==> config.mk <==
export PLATFORM = sky130hd
export DESIGN_NAME = esht_front
export DESIGN_NICKNAME = d
export VERILOG_FILES = /design/src/hw/rtl/esht_pkg.sv /design/src/hw/rtl/esht_front.sv
export SDC_FILE = /design/constraint.sdc
export NUM_CORES = 1
export LEC_CHECK = 0
export BUFFER_PORTS_ARGS = -buffer_cell sky130_fd_sc_hd__buf_2
export CAP_MARGIN = 5
export CORE_ASPECT_RATIO = 0.7
export CORE_MARGIN = 8
export CORE_UTILIZATION = 30
export CTS_CLUSTER_SIZE = 8
export DETAILED_ROUTE_END_ITERATION = 7
export PLACE_DENSITY = 0.56
export SLEW_MARGIN = 40
export SYNTH_ARGS = -nofsm -noshare
export SYNTH_HDL_FRONTEND = slang
export SYNTH_SLANG_ARGS = --single-unit
==> constraint.sdc <==
create_clock -name i_clk -period 9.6 [get_ports i_clk]
set_input_delay 1.92 -clock i_clk [delete_from_list [all_inputs] [get_ports i_clk]]
set_output_delay 1.92 -clock i_clk [all_outputs]
set_load 0.005 [all_outputs]
==> src/hw/rtl/esht_pkg.sv <==
`timescale 1ns / 1ps
// ----------------------------------------------------------------------------
// esht_pkg: shared types and constants of the endpoint session hash table
// Command and status codes, the queued job record and the state enums.
// ----------------------------------------------------------------------------
package esht_pkg;

    localparam int ENTRIES_DEF  = 1024;
    localparam int SIZE_W       = 11;
    localparam int ADDR_W       = 32;
    localparam int PORT_W       = 16;
    localparam int KEY_W        = ADDR_W + PORT_W;
    localparam int DATA_W       = 32;
    localparam int SUM_W        = 18;
    localparam int OUT_BUCKET_W = 10;
    localparam int CNT_W        = $clog2(SUM_W);

    typedef enum logic [1:0] {
        CMD_ADD = 2'd0,
        CMD_DEL = 2'd1,
        CMD_GET = 2'd2,
        CMD_NOP = 2'd3
    } t_cmd;

    typedef enum logic [1:0] {
        ST_OK   = 2'd0,
        ST_MISS = 2'd1,
        ST_FULL = 2'd2,
        ST_OFF  = 2'd3
    } t_status;

    typedef enum logic [2:0] {
        CLS_OFF,
        CLS_ADD,
        CLS_DEL,
        CLS_GET,
        CLS_NOP
    } t_cls;

    typedef struct packed {
        t_cls               cls;
        logic [KEY_W-1:0]   key;
        logic [DATA_W-1:0]  data;
        logic [SIZE_W-1:0]  bucket;
    } t_job;

    typedef enum logic [1:0] {
        FR_IDLE,
        FR_HASH,
        FR_PUSH
    } t_front_state;

    typedef enum logic [3:0] {
        B_CLEAR,
        B_IDLE,
        B_ADD0,
        B_ADD1,
        B_ADD2,
        B_FIND0,
        B_FIND1,
        B_WALK,
        B_RES
    } t_back_state;

endpackage

==> src/hw/rtl/esht_front.sv <==
`timescale 1ns / 1ps
// ----------------------------------------------------------------------------
// esht_front: command intake and bucket hash
// Accepts a transaction, folds the key, reduces it modulo the table size
// one bit per cycle unless the table is off, then queues the classified job.
// ----------------------------------------------------------------------------
module esht_front (
    input  logic                          i_clk,
    input  logic                          i_rst_n,
    input  logic                          i_valid,
    output logic                          o_stall,
    input  logic [1:0]                    i_command,
    input  logic [esht_pkg::ADDR_W-1:0]   i_address,
    input  logic [esht_pkg::PORT_W-1:0]   i_port,
    input  logic [esht_pkg::DATA_W-1:0]   i_payload,
    input  logic [esht_pkg::SIZE_W-1:0]   i_n,
    input  logic                          i_clearing,
    input  logic                          i_q_full,
    output logic                          o_q_push,
    output esht_pkg::t_job                o_q_data
);

    esht_pkg::t_front_state r_state, n_state;
    esht_pkg::t_job         r_job, n_job;
    logic [esht_pkg::SUM_W-1:0]  r_sum, n_sum;
    logic [esht_pkg::SIZE_W-1:0] r_rem, n_rem;
    logic [esht_pkg::CNT_W-1:0]  r_cnt, n_cnt;

    logic                        accept;
    logic [esht_pkg::SIZE_W:0]   rem2;
    logic [esht_pkg::SUM_W-1:0]  fold;

    assign o_stall  = (r_state != esht_pkg::FR_IDLE) || i_clearing;
    assign accept   = i_valid && !o_stall;
    assign o_q_data = r_job;
    assign fold     = esht_pkg::SUM_W'(i_address[31:16]) + esht_pkg::SUM_W'(i_address[15:0])
                    + esht_pkg::SUM_W'(i_port);

    always_ff @(posedge i_clk) begin
        if (!i_rst_n) begin
            r_state <= esht_pkg::FR_IDLE;
        end else begin
            r_state <= n_state;
        end
    end

    always_ff @(posedge i_clk) begin
        r_job <= n_job;
        r_sum <= n_sum;
        r_rem <= n_rem;
        r_cnt <= n_cnt;
    end

    always_comb begin
        n_state  = r_state;
        n_job    = r_job;
        n_sum    = r_sum;
        n_rem    = r_rem;
        n_cnt    = r_cnt;
        o_q_push = 1'b0;
        rem2     = {r_rem, r_sum[esht_pkg::SUM_W-1]};
        case (r_state)
            esht_pkg::FR_IDLE: begin
                if (accept) begin
                    n_job.key  = {i_address, i_port};
                    n_job.data = i_payload;
                    case (esht_pkg::t_cmd'(i_command))
                        esht_pkg::CMD_ADD: n_job.cls = esht_pkg::CLS_ADD;
                        esht_pkg::CMD_DEL: n_job.cls = esht_pkg::CLS_DEL;
                        esht_pkg::CMD_GET: n_job.cls = esht_pkg::CLS_GET;
                        default:           n_job.cls = esht_pkg::CLS_NOP;
                    endcase
                    if (i_n == '0) begin
                        n_job.cls    = esht_pkg::CLS_OFF;
                        n_job.bucket = '0;
                        n_state      = esht_pkg::FR_PUSH;
                    end else begin
                        n_sum   = fold;
                        n_rem   = '0;
                        n_cnt   = esht_pkg::CNT_W'(esht_pkg::SUM_W - 1);
                        n_state = esht_pkg::FR_HASH;
                    end
                end
            end
            esht_pkg::FR_HASH: begin
                // restoring remainder step
                if (rem2 >= {1'b0, i_n}) begin
                    rem2 = rem2 - {1'b0, i_n};
                end
                n_rem = rem2[esht_pkg::SIZE_W-1:0];
                n_sum = {r_sum[esht_pkg::SUM_W-2:0], 1'b0};
                n_cnt = r_cnt - 1'b1;
                if (r_cnt == '0) begin
                    n_job.bucket = rem2[esht_pkg::SIZE_W-1:0];
                    n_state      = esht_pkg::FR_PUSH;
                end
            end
            esht_pkg::FR_PUSH: begin
                if (!i_q_full) begin
                    o_q_push = 1'b1;
                    n_state  = esht_pkg::FR_IDLE;
                end
            end
            default: begin
                n_state = esht_pkg::FR_IDLE;
            end
        endcase
    end

endmodule

==> results summary <==
The flow ran to the end, and the final reports show no timing, DRC or antenna violations. The sum of net half-perimeters after detailed placement came out at 12.39 mm. Data on the critical path is required at its endpoint by 7.68 ns. In the post-synthesis netlist, the cell with the most instances is edfxtp_1.

The arrival time at the worst endpoint came out at 2.45 ns. The actual slew at the worst max-slew pin came out at 0.7169 ns. The number of instances resized during post-cts repair is 0. The cell depth of the worst flop-to-flop path is 9. Using the TritonRoute via totals, the vias-per-cell ratio works out to 4.556. Setup violations remaining at the end of the flow were counted as 0. Power spread over the standard cell area amounts to 205.7 nW/µm². Counting every net in the synthesized netlist gives 616. Across all setup checks in the final design, the least slack found is 5.231 ns.

For met1 alone, demand over resource in global routing was 0.1588. The number of antenna violations at the first check in global routing came out at 1. The biggest area contributor in the post-synthesis netlist is edfxtp_1. The Yosys warning count came out at 0.

Of the total power, the share spent switching nets is 0.2550. The mapped netlist covers 6311 µm². The cell-internal power came out at 1.271 mW. The part of the Yosys area used for sequential elements came out at 0.6154. The number of iterations in the first detailed-routing pass is 5. In this run the power spent charging and discharging nets is 435.2 µW. The number of synthesized flops with an enable pin came out at 128. The instance area at placement came out at 7652 µm². Ranked by total cell area, the synthesized netlist is headed by edfxtp_1 61%, ha_1 5.9%, fa_1 5.7%, nor2_1 2.6%, a21oi_1 2.3%. The final-report hold violation count was 0. The die covers 26010 µm². OpenSTA, run right after detailed placement, puts the worst setup slack at 5.162 ns. The remaining design rule violation count came out at 0. The period utilization came out at 0.4551.

The global-route track usage on met2 is 0.1801. The element type at the critical path start is an input port. In this run the static leakage power is 3.445 nW.

Wires add up to 15.87 mm. The clock reaches the later pin of the worst-skew pair after 0.41 ns. The die is 189.4 µm wide. Once detail routing completed, the nets flagged for antenna violations numbered 0. TritonCTS built the clock tree. By startpoint and endpoint, the worst setup path is classified as in2out. The final total negative setup slack came out at 0 ns.

The leftover overflow at the end of global routing came out at 0. The highest net fanout along the worst path is 2. The area of the core region is 20700 µm².

The average instance in the mapped netlist occupies 13.43 µm². Setup repair after global routing left no endpoint under its margin. In the synthesized netlist, the number of instances is 470. The wire length of the first global-routing pass came out at 24.48 mm. The proportion of netlist area held by the largest area contributor came out at 0.6090. The area growth from synthesis to layout is 31.46%. In the final layout, the share of cells above drive strength 1 is 0.3478. The clock power share came out at 0.414. The global-route met3 utilization is 0.04679. The floorplan has 44 rows. The type of the worst min-delay path is reg2reg. The worst path in the final design needs a cycle of 4.369 ns, including I/O delays and setup. After detailed routing, the average wire length per cell comes to 16.43 µm.

The post-synthesis async set-or-reset flop share came out at 0. STA classifies the critical path endpoint as an output port. The combinational share of power came out at 0.182.

The post-CTS setup buffer count is 0. The H-tree depth came out at 4. The number of primary I/O pins came out at 194. The netlist uses 52 different library cells. After clock tree synthesis, the clock-pin slew on the worst setup and hold paths is 0.05 ns. The relative max-transition margin is 0.5194.

The finished layout cell area came out at 8297 µm². The final cell count without fillers is 966. Static timing analysis puts the maximum clock frequency at 228.9 MHz. The chip height came out at 137.4 µm.

The design draws 1.707 mW. Clock tree synthesis selected as its root buffer the cell clkbuf_16. The tree built by TritonCTS fans out to 130 sinks.

The count of cells along the worst hold path came out at 2. The most used flip-flop cell after synthesis is edfxtp_1. The number of diodes is 0.

Of the total power, registers draw 0.404. The number of global-route vias before repair came out at 4567. The core utilization of the finished layout came out at 0.4008.

Entering global routing, the biggest net connects 76 pins. The total of flip-flops plus latches after synthesis came out at 130. The layout net count is 823. The routing layer with the top usage in global route is met2. The via count is 4401.

In the synthesized netlist, the cells that appear most often are 128 x edfxtp_1, 44 x nor2_1, 33 x inv_1. The initial core utilization came out at 0.3049. Routability-driven placement finished with a final weighted congestion of 0.7986. The filler cell count is 2005. The peak supply drop is 91.30 µV.

The max-slew violation count is 0. The hold buffer count at CTS is 0. The number of port buffers came out at 193.

Across the run, the number of max-cap violations was 0. Clock tree synthesis inserted a total of 17 buffers. In this run the deepest clock path goes through 2 buffers.

After detailed placement, the design holds a cell count of 934. The final-layout worst hold slack is 0.5149 ns. After the first detailed-routing iteration, the DRC count stood at 222. The largest clock skew in the final design came out at 0.007805 ns.

In the global route stage, overall resource usage came out at 0.1203.
[flip-flops by register name (all words and copies together), names as in the netlist]
register  count
r_sum        18
r_state       2
r_cnt         5
r_rem        11
o_q_data     94
[cells in the final DEF (no fill, tap or decap), types with 8 or more instances in the layout]
cell / synthesis / layout
a21oi_1: 29 / 29
buf_2: 6 / 193
clkbuf_16: 0 / 17
edfxtp_1: 128 / 128
fa_1: 18 / 18
ha_1: 30 / 30
inv_1: 33 / 33
mux2i_1: 9 / 9
nand2_1: 21 / 21
nor2_1: 44 / 42
nor2b_1: 9 / 8
nor3_1: 9 / 8
o21a_1: 10 / 10
o21ai_1: 9 / 9
xnor2_1: 8 / 8
[cell type report]
cell class,count,area (µm²),share of cell area
Sequential cell,130,3884,0.4681
Timing Repair Buffer,198,1035,0.1247
Inverter,33,123.9,0.01493
Clock inverter,14,211.5,0.02549
Tap cell,276,345.3,0.04162
Clock buffer,18,429.2,0.05173
Multi-Input combinational cell,297,2268,0.2734
[layer usage]
layer	vias up	share of wire
li1	2172	-
met1	2079	0.46
met2	137	0.44
met3	11	0.084
met4	2	0.011
met5	-	0.00050
[logic make-up (layout without fill, tap and decap cells)]
| logic type | after synthesis | count (layout) | synth area share |
|---|---|---|---|
| AO/OA/AOI/OAI | 99 | 99 | 0.1071 |
| XOR/XNOR | 13 | 13 | 0.01804 |
| adder cells (fa/ha/maj) | 48 | 48 | 0.1166 |
| buffers and inverters | 43 | 263 | 0.02795 |
| flip-flops | 130 | 130 | 0.6154 |
| multiplexers | 9 | 9 | 0.01427 |
| AND/OR/NAND/NOR | 128 | 128 | 0.1007 |
[worst max-delay path: stages]
cell and delay [ns]:
buf_2 0.10, or3_1 0.30, buf_2 0.13
[power by group through the flow]
stage               logic (mW)  registers, mW  clock network (mW)
CTS                      0.313          0.690               0.730
floorplan                0.208          0.703                   0
global placement         0.302          0.700                   0
finish                   0.311          0.689               0.707
detailed placement       0.311          0.701                   0
global route             0.351          0.693               0.750
[final timing paths]
check	end	slack [ns]	from
max	o_stall	5.23	i_clearing
min	r_sum[1]	0.51	r_sum[0]
max reg2reg	o_q_data[9]	6.86	r_sum[17]
min reg2reg	r_sum[1]	0.51	r_sum[0]
Note: power is estimated with default switching activity, not from simulation.
