## src/hw/rtl/esht_pkg.sv

```systemverilog
`timescale 1ns / 1ps
// ----------------------------------------------------------------------------
// esht_pkg: shared types and constants of the endpoint session hash table
// Command and status codes, the queued job record and the state enums.
// ----------------------------------------------------------------------------
package esht_pkg;

    localparam int ENTRIES_DEF  = 1024;
    localparam int SIZE_W       = 11;
    localparam int ADDR_W       = 32;
    localparam int PORT_W       = 16;
    localparam int KEY_W        = ADDR_W + PORT_W;
    localparam int DATA_W       = 32;
    localparam int SUM_W        = 18;
    localparam int OUT_BUCKET_W = 10;
    localparam int CNT_W        = $clog2(SUM_W);

    typedef enum logic [1:0] {
        CMD_ADD = 2'd0,
        CMD_DEL = 2'd1,
        CMD_GET = 2'd2,
        CMD_NOP = 2'd3
    } t_cmd;

    typedef enum logic [1:0] {
        ST_OK   = 2'd0,
        ST_MISS = 2'd1,
        ST_FULL = 2'd2,
        ST_OFF  = 2'd3
    } t_status;

    typedef enum logic [2:0] {
        CLS_OFF,
        CLS_ADD,
        CLS_DEL,
        CLS_GET,
        CLS_NOP
    } t_cls;

    typedef struct packed {
        t_cls               cls;
        logic [KEY_W-1:0]   key;
        logic [DATA_W-1:0]  data;
        logic [SIZE_W-1:0]  bucket;
    } t_job;

    typedef enum logic [1:0] {
        FR_IDLE,
        FR_HASH,
        FR_PUSH
    } t_front_state;

    typedef enum logic [3:0] {
        B_CLEAR,
        B_IDLE,
        B_ADD0,
        B_ADD1,
        B_ADD2,
        B_FIND0,
        B_FIND1,
        B_WALK,
        B_RES
    } t_back_state;

endpackage

```

## src/hw/rtl/esht_queue.sv

```systemverilog
`timescale 1ns / 1ps
// ----------------------------------------------------------------------------
// esht_queue: two-entry job queue between front and back
// Decouples hashing from table execution so either side can stall.
// ----------------------------------------------------------------------------
module esht_queue (
    input  logic          i_clk,
    input  logic          i_rst_n,
    input  logic          i_push,
    input  esht_pkg::t_job i_data,
    output logic          o_full,
    input  logic          i_pop,
    output logic          o_empty,
    output esht_pkg::t_job o_data
);

    esht_pkg::t_job r_slot [2];
    logic       r_wr;
    logic       r_rd;
    logic [1:0] r_cnt;

    always_ff @(posedge i_clk) begin
        if (!i_rst_n) begin
            r_wr  <= 1'b0;
            r_rd  <= 1'b0;
            r_cnt <= 2'd0;
        end else begin
            if (i_push) begin
                r_wr <= ~r_wr;
            end
            if (i_pop) begin
                r_rd <= ~r_rd;
            end
            r_cnt <= r_cnt + {1'b0, i_push} - {1'b0, i_pop};
        end
    end

    always_ff @(posedge i_clk) begin
        if (i_push) begin
            r_slot[r_wr] <= i_data;
        end
    end

    assign o_full  = (r_cnt == 2'd2);
    assign o_empty = (r_cnt == 2'd0);
    assign o_data  = r_slot[r_rd];

endmodule

```

## config.mk

```make
export PLATFORM = sky130hd
export DESIGN_NAME = esht_queue
export DESIGN_NICKNAME = d
export VERILOG_FILES = /design/src/hw/rtl/esht_pkg.sv /design/src/hw/rtl/esht_queue.sv
export SDC_FILE = /design/constraint.sdc
export NUM_CORES = 1
export LEC_CHECK = 0
export BUFFER_PORTS_ARGS = -buffer_cell sky130_fd_sc_hd__buf_2
export CORE_MARGIN = 2
export CORE_UTILIZATION = 50
export CTS_CLUSTER_DIAMETER = 50
export DETAILED_ROUTE_END_ITERATION = 10
export PLACE_DENSITY = 0.77
export RECOVER_POWER = 25
export SLEW_MARGIN = 40
export SYNTH_ARGS = -nofsm -noshare
export SYNTH_HDL_FRONTEND = slang
export SYNTH_SLANG_ARGS = --single-unit
```

## constraint.sdc

```tcl
create_clock -name i_clk -period 9.2 [get_ports i_clk]
set_clock_uncertainty 0.2 [all_clocks]
set_input_delay 0.46 -clock i_clk [delete_from_list [all_inputs] [get_ports i_clk]]
set_output_delay 0.46 -clock i_clk [all_outputs]
set_load 0.005 [all_outputs]
```

==> results of run 1 <==
-- placed cells by master, fill, tap and decap left out --
cell	instances
sky130_fd_sc_hd__buf_1	1
sky130_fd_sc_hd__clkinvlp_4	4
sky130_fd_sc_hd__clkinv_4	1
sky130_fd_sc_hd__clkbuf_16	17
sky130_fd_sc_hd__xor2_1	1
sky130_fd_sc_hd__nor2b_1	3
sky130_fd_sc_hd__nor2b_4	1
sky130_fd_sc_hd__dfxtp_1	4
sky130_fd_sc_hd__ha_1	2
sky130_fd_sc_hd__bufinv_16	3
sky130_fd_sc_hd__o21a_1	1
sky130_fd_sc_hd__clkinv_2	2
sky130_fd_sc_hd__inv_1	2
sky130_fd_sc_hd__dfxtp_4	1
sky130_fd_sc_hd__and2_4	1
sky130_fd_sc_hd__inv_8	1
sky130_fd_sc_hd__nor2_1	1
sky130_fd_sc_hd__inv_6	1
sky130_fd_sc_hd__mux2_2	94
sky130_fd_sc_hd__buf_2	173
sky130_fd_sc_hd__edfxtp_1	188
sky130_fd_sc_hd__buf_4	3
sky130_fd_sc_hd__buf_16	1
sky130_fd_sc_hd__xnor3_1	1
sky130_fd_sc_hd__and2_1	3
sky130_fd_sc_hd__clkbuf_1	21
-- power groups by stage --
stage / logic [mW] / clock network [mW] / registers, mW
6_report: 0.173 / 0.728 / 1.03
2_1_floorplan: 0.100 / 0 / 1.05
3_3_place_gp: 0.171 / 0 / 1.05
4_1_cts: 0.178 / 0.745 / 1.04
3_5_place_dp: 0.177 / 0 / 1.05
5_1_grt: 0.190 / 0.779 / 1.04
-- metal layers --
layer / part of all wire / wire [um]
met1: 0.40 / 4868
met2: 0.51 / 6207
met5: 0.00082 / 10
met4: 0.015 / 189
met3: 0.078 / 960
-- cells by family after synthesis --
kind of cell	Yosys count	share of synthesized area
flip-flops	193	0.8185
multiplexers	94	0.1508
buffers and inverters	12	0.01390
AND/OR/NAND/NOR	9	0.007663
XOR/XNOR	2	0.004456
adder cells (fa/ha/maj)	2	0.003564
AO/OA/AOI/OAI	1	0.001070
-- worst max-delay path, delay by kind of cell (launching register included) --
kind,cells,cell delay [ns]
buffers and inverters,2,0.79
DFF,1,0.70
muxes,1,0.41
-- final cells by class --
class / count / area, um^2 / area share
clock buffer: 19 / 432.9 / 0.04947
clock inverter: 12 / 158.9 / 0.01816
multi-input combinational: 108 / 1186 / 0.1355
timing repair buffer: 197 / 991.0 / 0.1132
inverter: 2 / 7.507 / 0.0008579
tap: 180 / 225.2 / 0.02574
sequential: 193 / 5749 / 0.6570
-- registers in the layout (all words and copies together), names as in the netlist, named ones only --
signal  flops
r_slot    188
r_cnt       2
r_rd        1
r_wr        1
-- worst max-delay path by stage --
stage | endpoint | from | slack, ns
after floorplan | r_slot[0][0] | i_push | 3.85
after global placement | r_slot[0][90] | i_push | 6.38
after detailed placement | r_slot[0][69] | i_push | 6.53
after CTS | o_data[29] | flip-flop | 6.08
after global routing | o_data[32] | flip-flop | 5.98
final | o_data[57] | flip-flop | 6.17
-- per-stage QoR --
step	cell area, um^2	util	hold WS, ns
floorplan	7019	-	0.3546
global placement	8157	0.5922	0.3671
detailed placement	8184	0.5942	0.3764
CTS	8776	0.6372	0.009087
global route	8751	0.6354	0.008761
finish	8751	0.6354	0.03488
==> flow_summary.toml, run 1 <==
[place]
post-place-ws_ns = 6.528
dpl.cell_count = 680
dp_hpwl_um = 7983
port_buffers = 193
gp_congestion = 0.6766

[setup_path]
startpoint_of_the_worst_slack_reg_to_reg_timing_path = "r_wr"
cp-start-kind = "flip-flop"
criticalPathCategory = "flip-flop to output port"
arrival_ns = 2.37
critical_path.endpoint_type = "output port"
r2r_setup_slack_ns = 6.85
count_of_cells_along_the_worst_register_to_register_path = 3
critical_path.slowest_cell = "sky130_fd_sc_hd__dfxtp_4"
timing.critical_path.cells = "buf_4 > mux2_2 > buf_2"
worstPathRequired_ns = 8.54
slowest_delay_ns = 0.70
rr_endpoint = "r_slot[0][79]"
worst_path_maximum_fanout = 52

[sta]
maximum_clock_frequency_mhz = 330.5
drv_slew = 0
final-hold-violation-count = 0
final-setup-viol-count = 0
rsz_0062_raised_after_global_routing = "false"
timing.setup.tns_ns = 0
worst_slew_pin_slew_ns = 0.8109
final_period_demand_of_the_worst_path_ns = 3.026
post-route-worst-setup-slack_ns = 6.174
timing.final.crit_share = 0.3289
slew_headroom = 0.4594

[cells_and_area]
final_nets = 619
antenna_cells = 0
finish.cell_count_without_fillers = 711
filler_cell_count = 1019
syn_to_final_growth_pct = 24.67
proportion_of_layout_cells_with_a_drive_suffix_above_1 = 0.5706

[drt]
vias_per_cell = 5.000
drt_pass1_iterations = 4
detail_route.wirelength_um = 12240
drtIter0Drc = 219
drt.antenna.violating_nets = 0
drc_errors = 0
post_drt_wl_per_cell_um = 17.21
vias = 3555

[global_routing]
grt_busiest_layer = "met2"
groute.layer.met1.usage = 0.1926
overflow = 0
grt.total_usage = 0.1645
grt_use_met2 = 0.2774
grt.met3_usage = 0.05530
number_of_global_route_vias_before_repair = 3738
grt_pass1_wl_um = 18250
grt_start_max_net_pins = 62
grt_antenna_before_repair = 2

[power_and_ir_drop]
total_leakage_power_nw = 3.240
p_int_mw = 1.539
cellPowerDensity_nw_per_um2 = 221.1
p_comb_frac = 0.089
worst_ir_drop_vdd_mv = 0.1223
clock_power_share = 0.376
pwr-share-seq = 0.535
power.switching_fraction = 0.2047
switching_power_uw = 396.0
p_total_mw = 1.935

[die]
num_rows = 43
floorplan.initialDensity = 0.5096
design.core.area_um2 = 13770
io-pin-count = 194
die_width_um = 122.5
chipHeight_um = 122.5
floorplan.die_area_um2 = 15000

[yosys]
synth_area_per_cell_um2 = 22.43
netlist-cell-type-count = 14
synth-edff-count = 188
yosysWarnings = 0
most_frequently_used_cell_type_in_the_post_synthesis_netlist = "sky130_fd_sc_hd__edfxtp_1"
postSynth.topFlopCell = "sky130_fd_sc_hd__edfxtp_1"
synthesis.instances = 313
post_synth_instance_area_um2 = 7019
ys_seq_elements = 193
ys_top_cells_by_area = "sky130_fd_sc_hd__edfxtp_1, sky130_fd_sc_hd__mux2_2, sky130_fd_sc_hd__dfxtp_1"
cell_type_with_the_largest_total_area_after_synthesis = "sky130_fd_sc_hd__edfxtp_1"
synthTopCellsByCount = "sky130_fd_sc_hd__edfxtp_1, sky130_fd_sc_hd__mux2_2, sky130_fd_sc_hd__buf_6"
synth_seq_area_share = 0.8185
synth_top_area_frac = 0.8043
postSynth.asyncResetShare = 0
postSynthNetCount = 413

[clocking]
clkTransAtPathRegs_ns = 0.06
clock_insertion_delay_worst_skew_ns = 0.41
post_cts_resized = 0
cts.sink_count = 193
cts_inserted_buffers = 17
ctsHtreeMaxLevel = 4
cts_tree = "yes"
cts.hold.buffers_added = 0
clockRootBuffer = "sky130_fd_sc_hd__clkbuf_16"
max-clock-path-buffers = 2
postCtsSetupBuffers = 0

[worst_hold_path]
min_to = "r_slot[1][13]"
hold_path_class = "input pin to flip-flop"
worst_hold_path.num_cells = 1
launch_instance_of_the_worst_min_delay_path = "i_data[13]"

[status]
outcome = "complete, no violations"

[job]
max_cap_violations = 0
Note: power is estimated with default switching activity, not from simulation.
==> inputs of run 2 (changes only) <==
- ABC_AREA: unset -> 1
- clock period: 9.2 -> 3 ns (I/O delays scaled with it)
==> flow_summary.toml, run 2 <==
[yosys]
netlist-cell-type-count = 12
synth_fa_ha_area_frac = 0.003565
post_synth_instance_area_um2 = 7019
muxShareOfSynthArea = 0.1508
synth-edff-count = 188
ys_top_cells_by_area = "sky130_fd_sc_hd__edfxtp_1, sky130_fd_sc_hd__mux2_2, sky130_fd_sc_hd__dfxtp_1"
postSynthNetCount = 425
synthesis.instances = 325
postSynth.topFlopCell = "sky130_fd_sc_hd__edfxtp_1"
synth_seq_area_share = 0.8185
synthTopCellsByCount = "sky130_fd_sc_hd__edfxtp_1, sky130_fd_sc_hd__mux2_2, sky130_fd_sc_hd__nor2_1"
synth_top_area_frac = 0.8043
most_frequently_used_cell_type_in_the_post_synthesis_netlist = "sky130_fd_sc_hd__edfxtp_1"
synth_compound_gate_area_share = 0.0007130
yosysWarnings = 0
synth_area_per_cell_um2 = 21.60
main_combinational_cell_family_by_area_after_synthesis = "multiplexers"
cell_type_with_the_largest_total_area_after_synthesis = "sky130_fd_sc_hd__edfxtp_1"
ys_seq_elements = 193
area_share_of_and_or_nand_nor_cells_after_synthesis = 0.009804
postSynth.asyncResetShare = 0
synth_xor_area_frac = 0

[cells_and_area]
final_nets = 730
largest_register_ffs = 188
regMostFlops = "r_slot"
largestRegisters = "r_slot x188, r_cnt x2"
finish.cell_count_without_fillers = 823
mostFrequentLayoutCells = "sky130_fd_sc_hd__edfxtp_1, sky130_fd_sc_hd__buf_2, sky130_fd_sc_hd__dlygate4sd3_1, sky130_fd_sc_hd__mux2_2, sky130_fd_sc_hd__clkbuf_1"
filler_cell_count = 890
syn_to_final_growth_pct = 39.41
proportion_of_layout_cells_with_a_drive_suffix_above_1 = 0.4479
layout_commonest_cell = "sky130_fd_sc_hd__edfxtp_1"
postLayoutCoreUtil = 0.7105
antenna_cells = 0

[die]
floorplan.die_area_um2 = 15000
design.core.area_um2 = 13770
chipHeight_um = 122.5
floorplan.initialDensity = 0.5096
num_rows = 43
io-pin-count = 194
die_width_um = 122.5

[sta]
final-hold-violation-count = 0
drv_slew = 0
maximum_clock_frequency_mhz = 420.0
post-route-worst-setup-slack_ns = 0.6192
worst_slew_pin_slew_ns = 0.6307
timing.final.crit_share = 0.7936
final-setup-viol-count = 0
final_period_demand_of_the_worst_path_ns = 2.381
timing.setup.tns_ns = 0
rsz_0062_raised_after_global_routing = "false"
slew_headroom = 0.5796

[clocking]
cts.sink_count = 193
clock_insertion_delay_worst_skew_ns = 0.41
postCtsSetupBuffers = 0
post_cts_resized = 0
cts_tree = "yes"
clockRootBuffer = "sky130_fd_sc_hd__clkbuf_16"
cts_inserted_buffers = 17
max-clock-path-buffers = 2
cts.hold.buffers_added = 98
ctsHtreeMaxLevel = 4
clkTransAtPathRegs_ns = 0.07

[global_routing]
number_of_global_route_vias_before_repair = 4447
grt_antenna_before_repair = 0
grt_start_max_net_pins = 73
grt.total_usage = 0.1903
overflow = 0
grt_pass1_wl_um = 21220

[place]
dp_hpwl_um = 8197
dpl.cell_count = 693
gp_congestion = 0.6959
port_buffers = 193
post-place-ws_ns = 1.045

[power_and_ir_drop]
p_total_mw = 6.132
worst_ir_drop_vdd_mv = 0.5563
cellPowerDensity_nw_per_um2 = 626.6
total_leakage_power_nw = 3.663

[setup_path]
worst_path_maximum_fanout = 57
critical_path.endpoint_type = "output port"
criticalPathCategory = "flip-flop to output port"
worstPathRequired_ns = 2.65
arrival_ns = 2.03
cp-start-kind = "flip-flop"

[drt]
drt_pass1_iterations = 4
vias = 4008
drt.antenna.violating_nets = 0
drtIter0Drc = 207
vias_per_cell = 4.870
drc_errors = 0
post_drt_wl_per_cell_um = 17.26
detail_route.wirelength_um = 14210

[worst_hold_path]
hold_path_class = "input pin to flip-flop"

[status]
outcome = "complete, no violations"

[job]
max_cap_violations = 0
==> run 2: cell count changes after synthesis, moves of 4 or more <==
cell | before | now
sky130_fd_sc_hd__and2_1 | 4 | 0
sky130_fd_sc_hd__inv_1 | 2 | 7
sky130_fd_sc_hd__nand2_1 | 0 | 8
sky130_fd_sc_hd__nor2_1 | 1 | 9
sky130_fd_sc_hd__nor2b_1 | 4 | 0
==> run 2: kinds of logic (layout without fill, tap and decap cells) <==
logic type / Yosys count / count (layout)
compound gates: 1 / 1
flops: 193 / 193
simple gates: 18 / 18
fa+ha+maj: 2 / 2
mux: 94 / 94
buf+inv: 17 / 335
==> run 2: report_power, final <==
| group | switching, mW | internal, mW |
|---|---|---|
| sequential | 0.0520 | 3.12 |
| clock | 0.959 | 1.41 |
| combinational | 0.261 | 0.333 |
| total | 1.27 | 4.86 |
==> run 2: through the flow <==
stage                     hold WS (ns)  area (um^2)
after floorplan                0.04345         7027
after global placement          0.1370         8222
after detailed placement        0.1407         8222
after CTS                       0.2301         9832
after global routing            0.2367         9786
final                           0.2556         9786
==> run 2: path summary, 6_finish.rpt <==
check | startpoint | end | slack, ns | cells past startpoint
hold / removal | i_data[3] | r_slot[1][3] | 0.26 | 2
setup / recovery | flip-flop | o_data[77] | 0.62 | 3
setup reg to reg | r_cnt[0] | r_cnt[0] | 1.08 | 7
hold reg to reg | r_rd | r_rd | 0.30 | 2
==> run 2: cell type report <==
| class | instances | area [um^2] | area share |
|---|---|---|---|
| inverters | 7 | 28.78 | 0.002941 |
| clock buffers | 17 | 425.4 | 0.04347 |
| multi-input cells | 115 | 1165 | 0.1190 |
| repair buffers | 296 | 1988 | 0.2032 |
| flip-flops and latches | 193 | 5749 | 0.5875 |
| well taps | 180 | 225.2 | 0.02301 |
| clock inverters | 15 | 203.9 | 0.02084 |
==> run 2: worst max-delay path, stage by stage, from the launching register on <==
cell and delay, ns:
sky130_fd_sc_hd__dfxtp_4 0.68, sky130_fd_sc_hd__buf_12 0.36, sky130_fd_sc_hd__mux2_2 0.39, sky130_fd_sc_hd__buf_2 0.13
==> run 2: metal layers <==
layer  up-vias  GRT usage  wire (um)
met2       154     0.3528       7476
met5         -          0          0
li1       1882          -          -
met1      1942     0.2012       5564
met3        30    0.05483        872
met4         0    0.07830        295
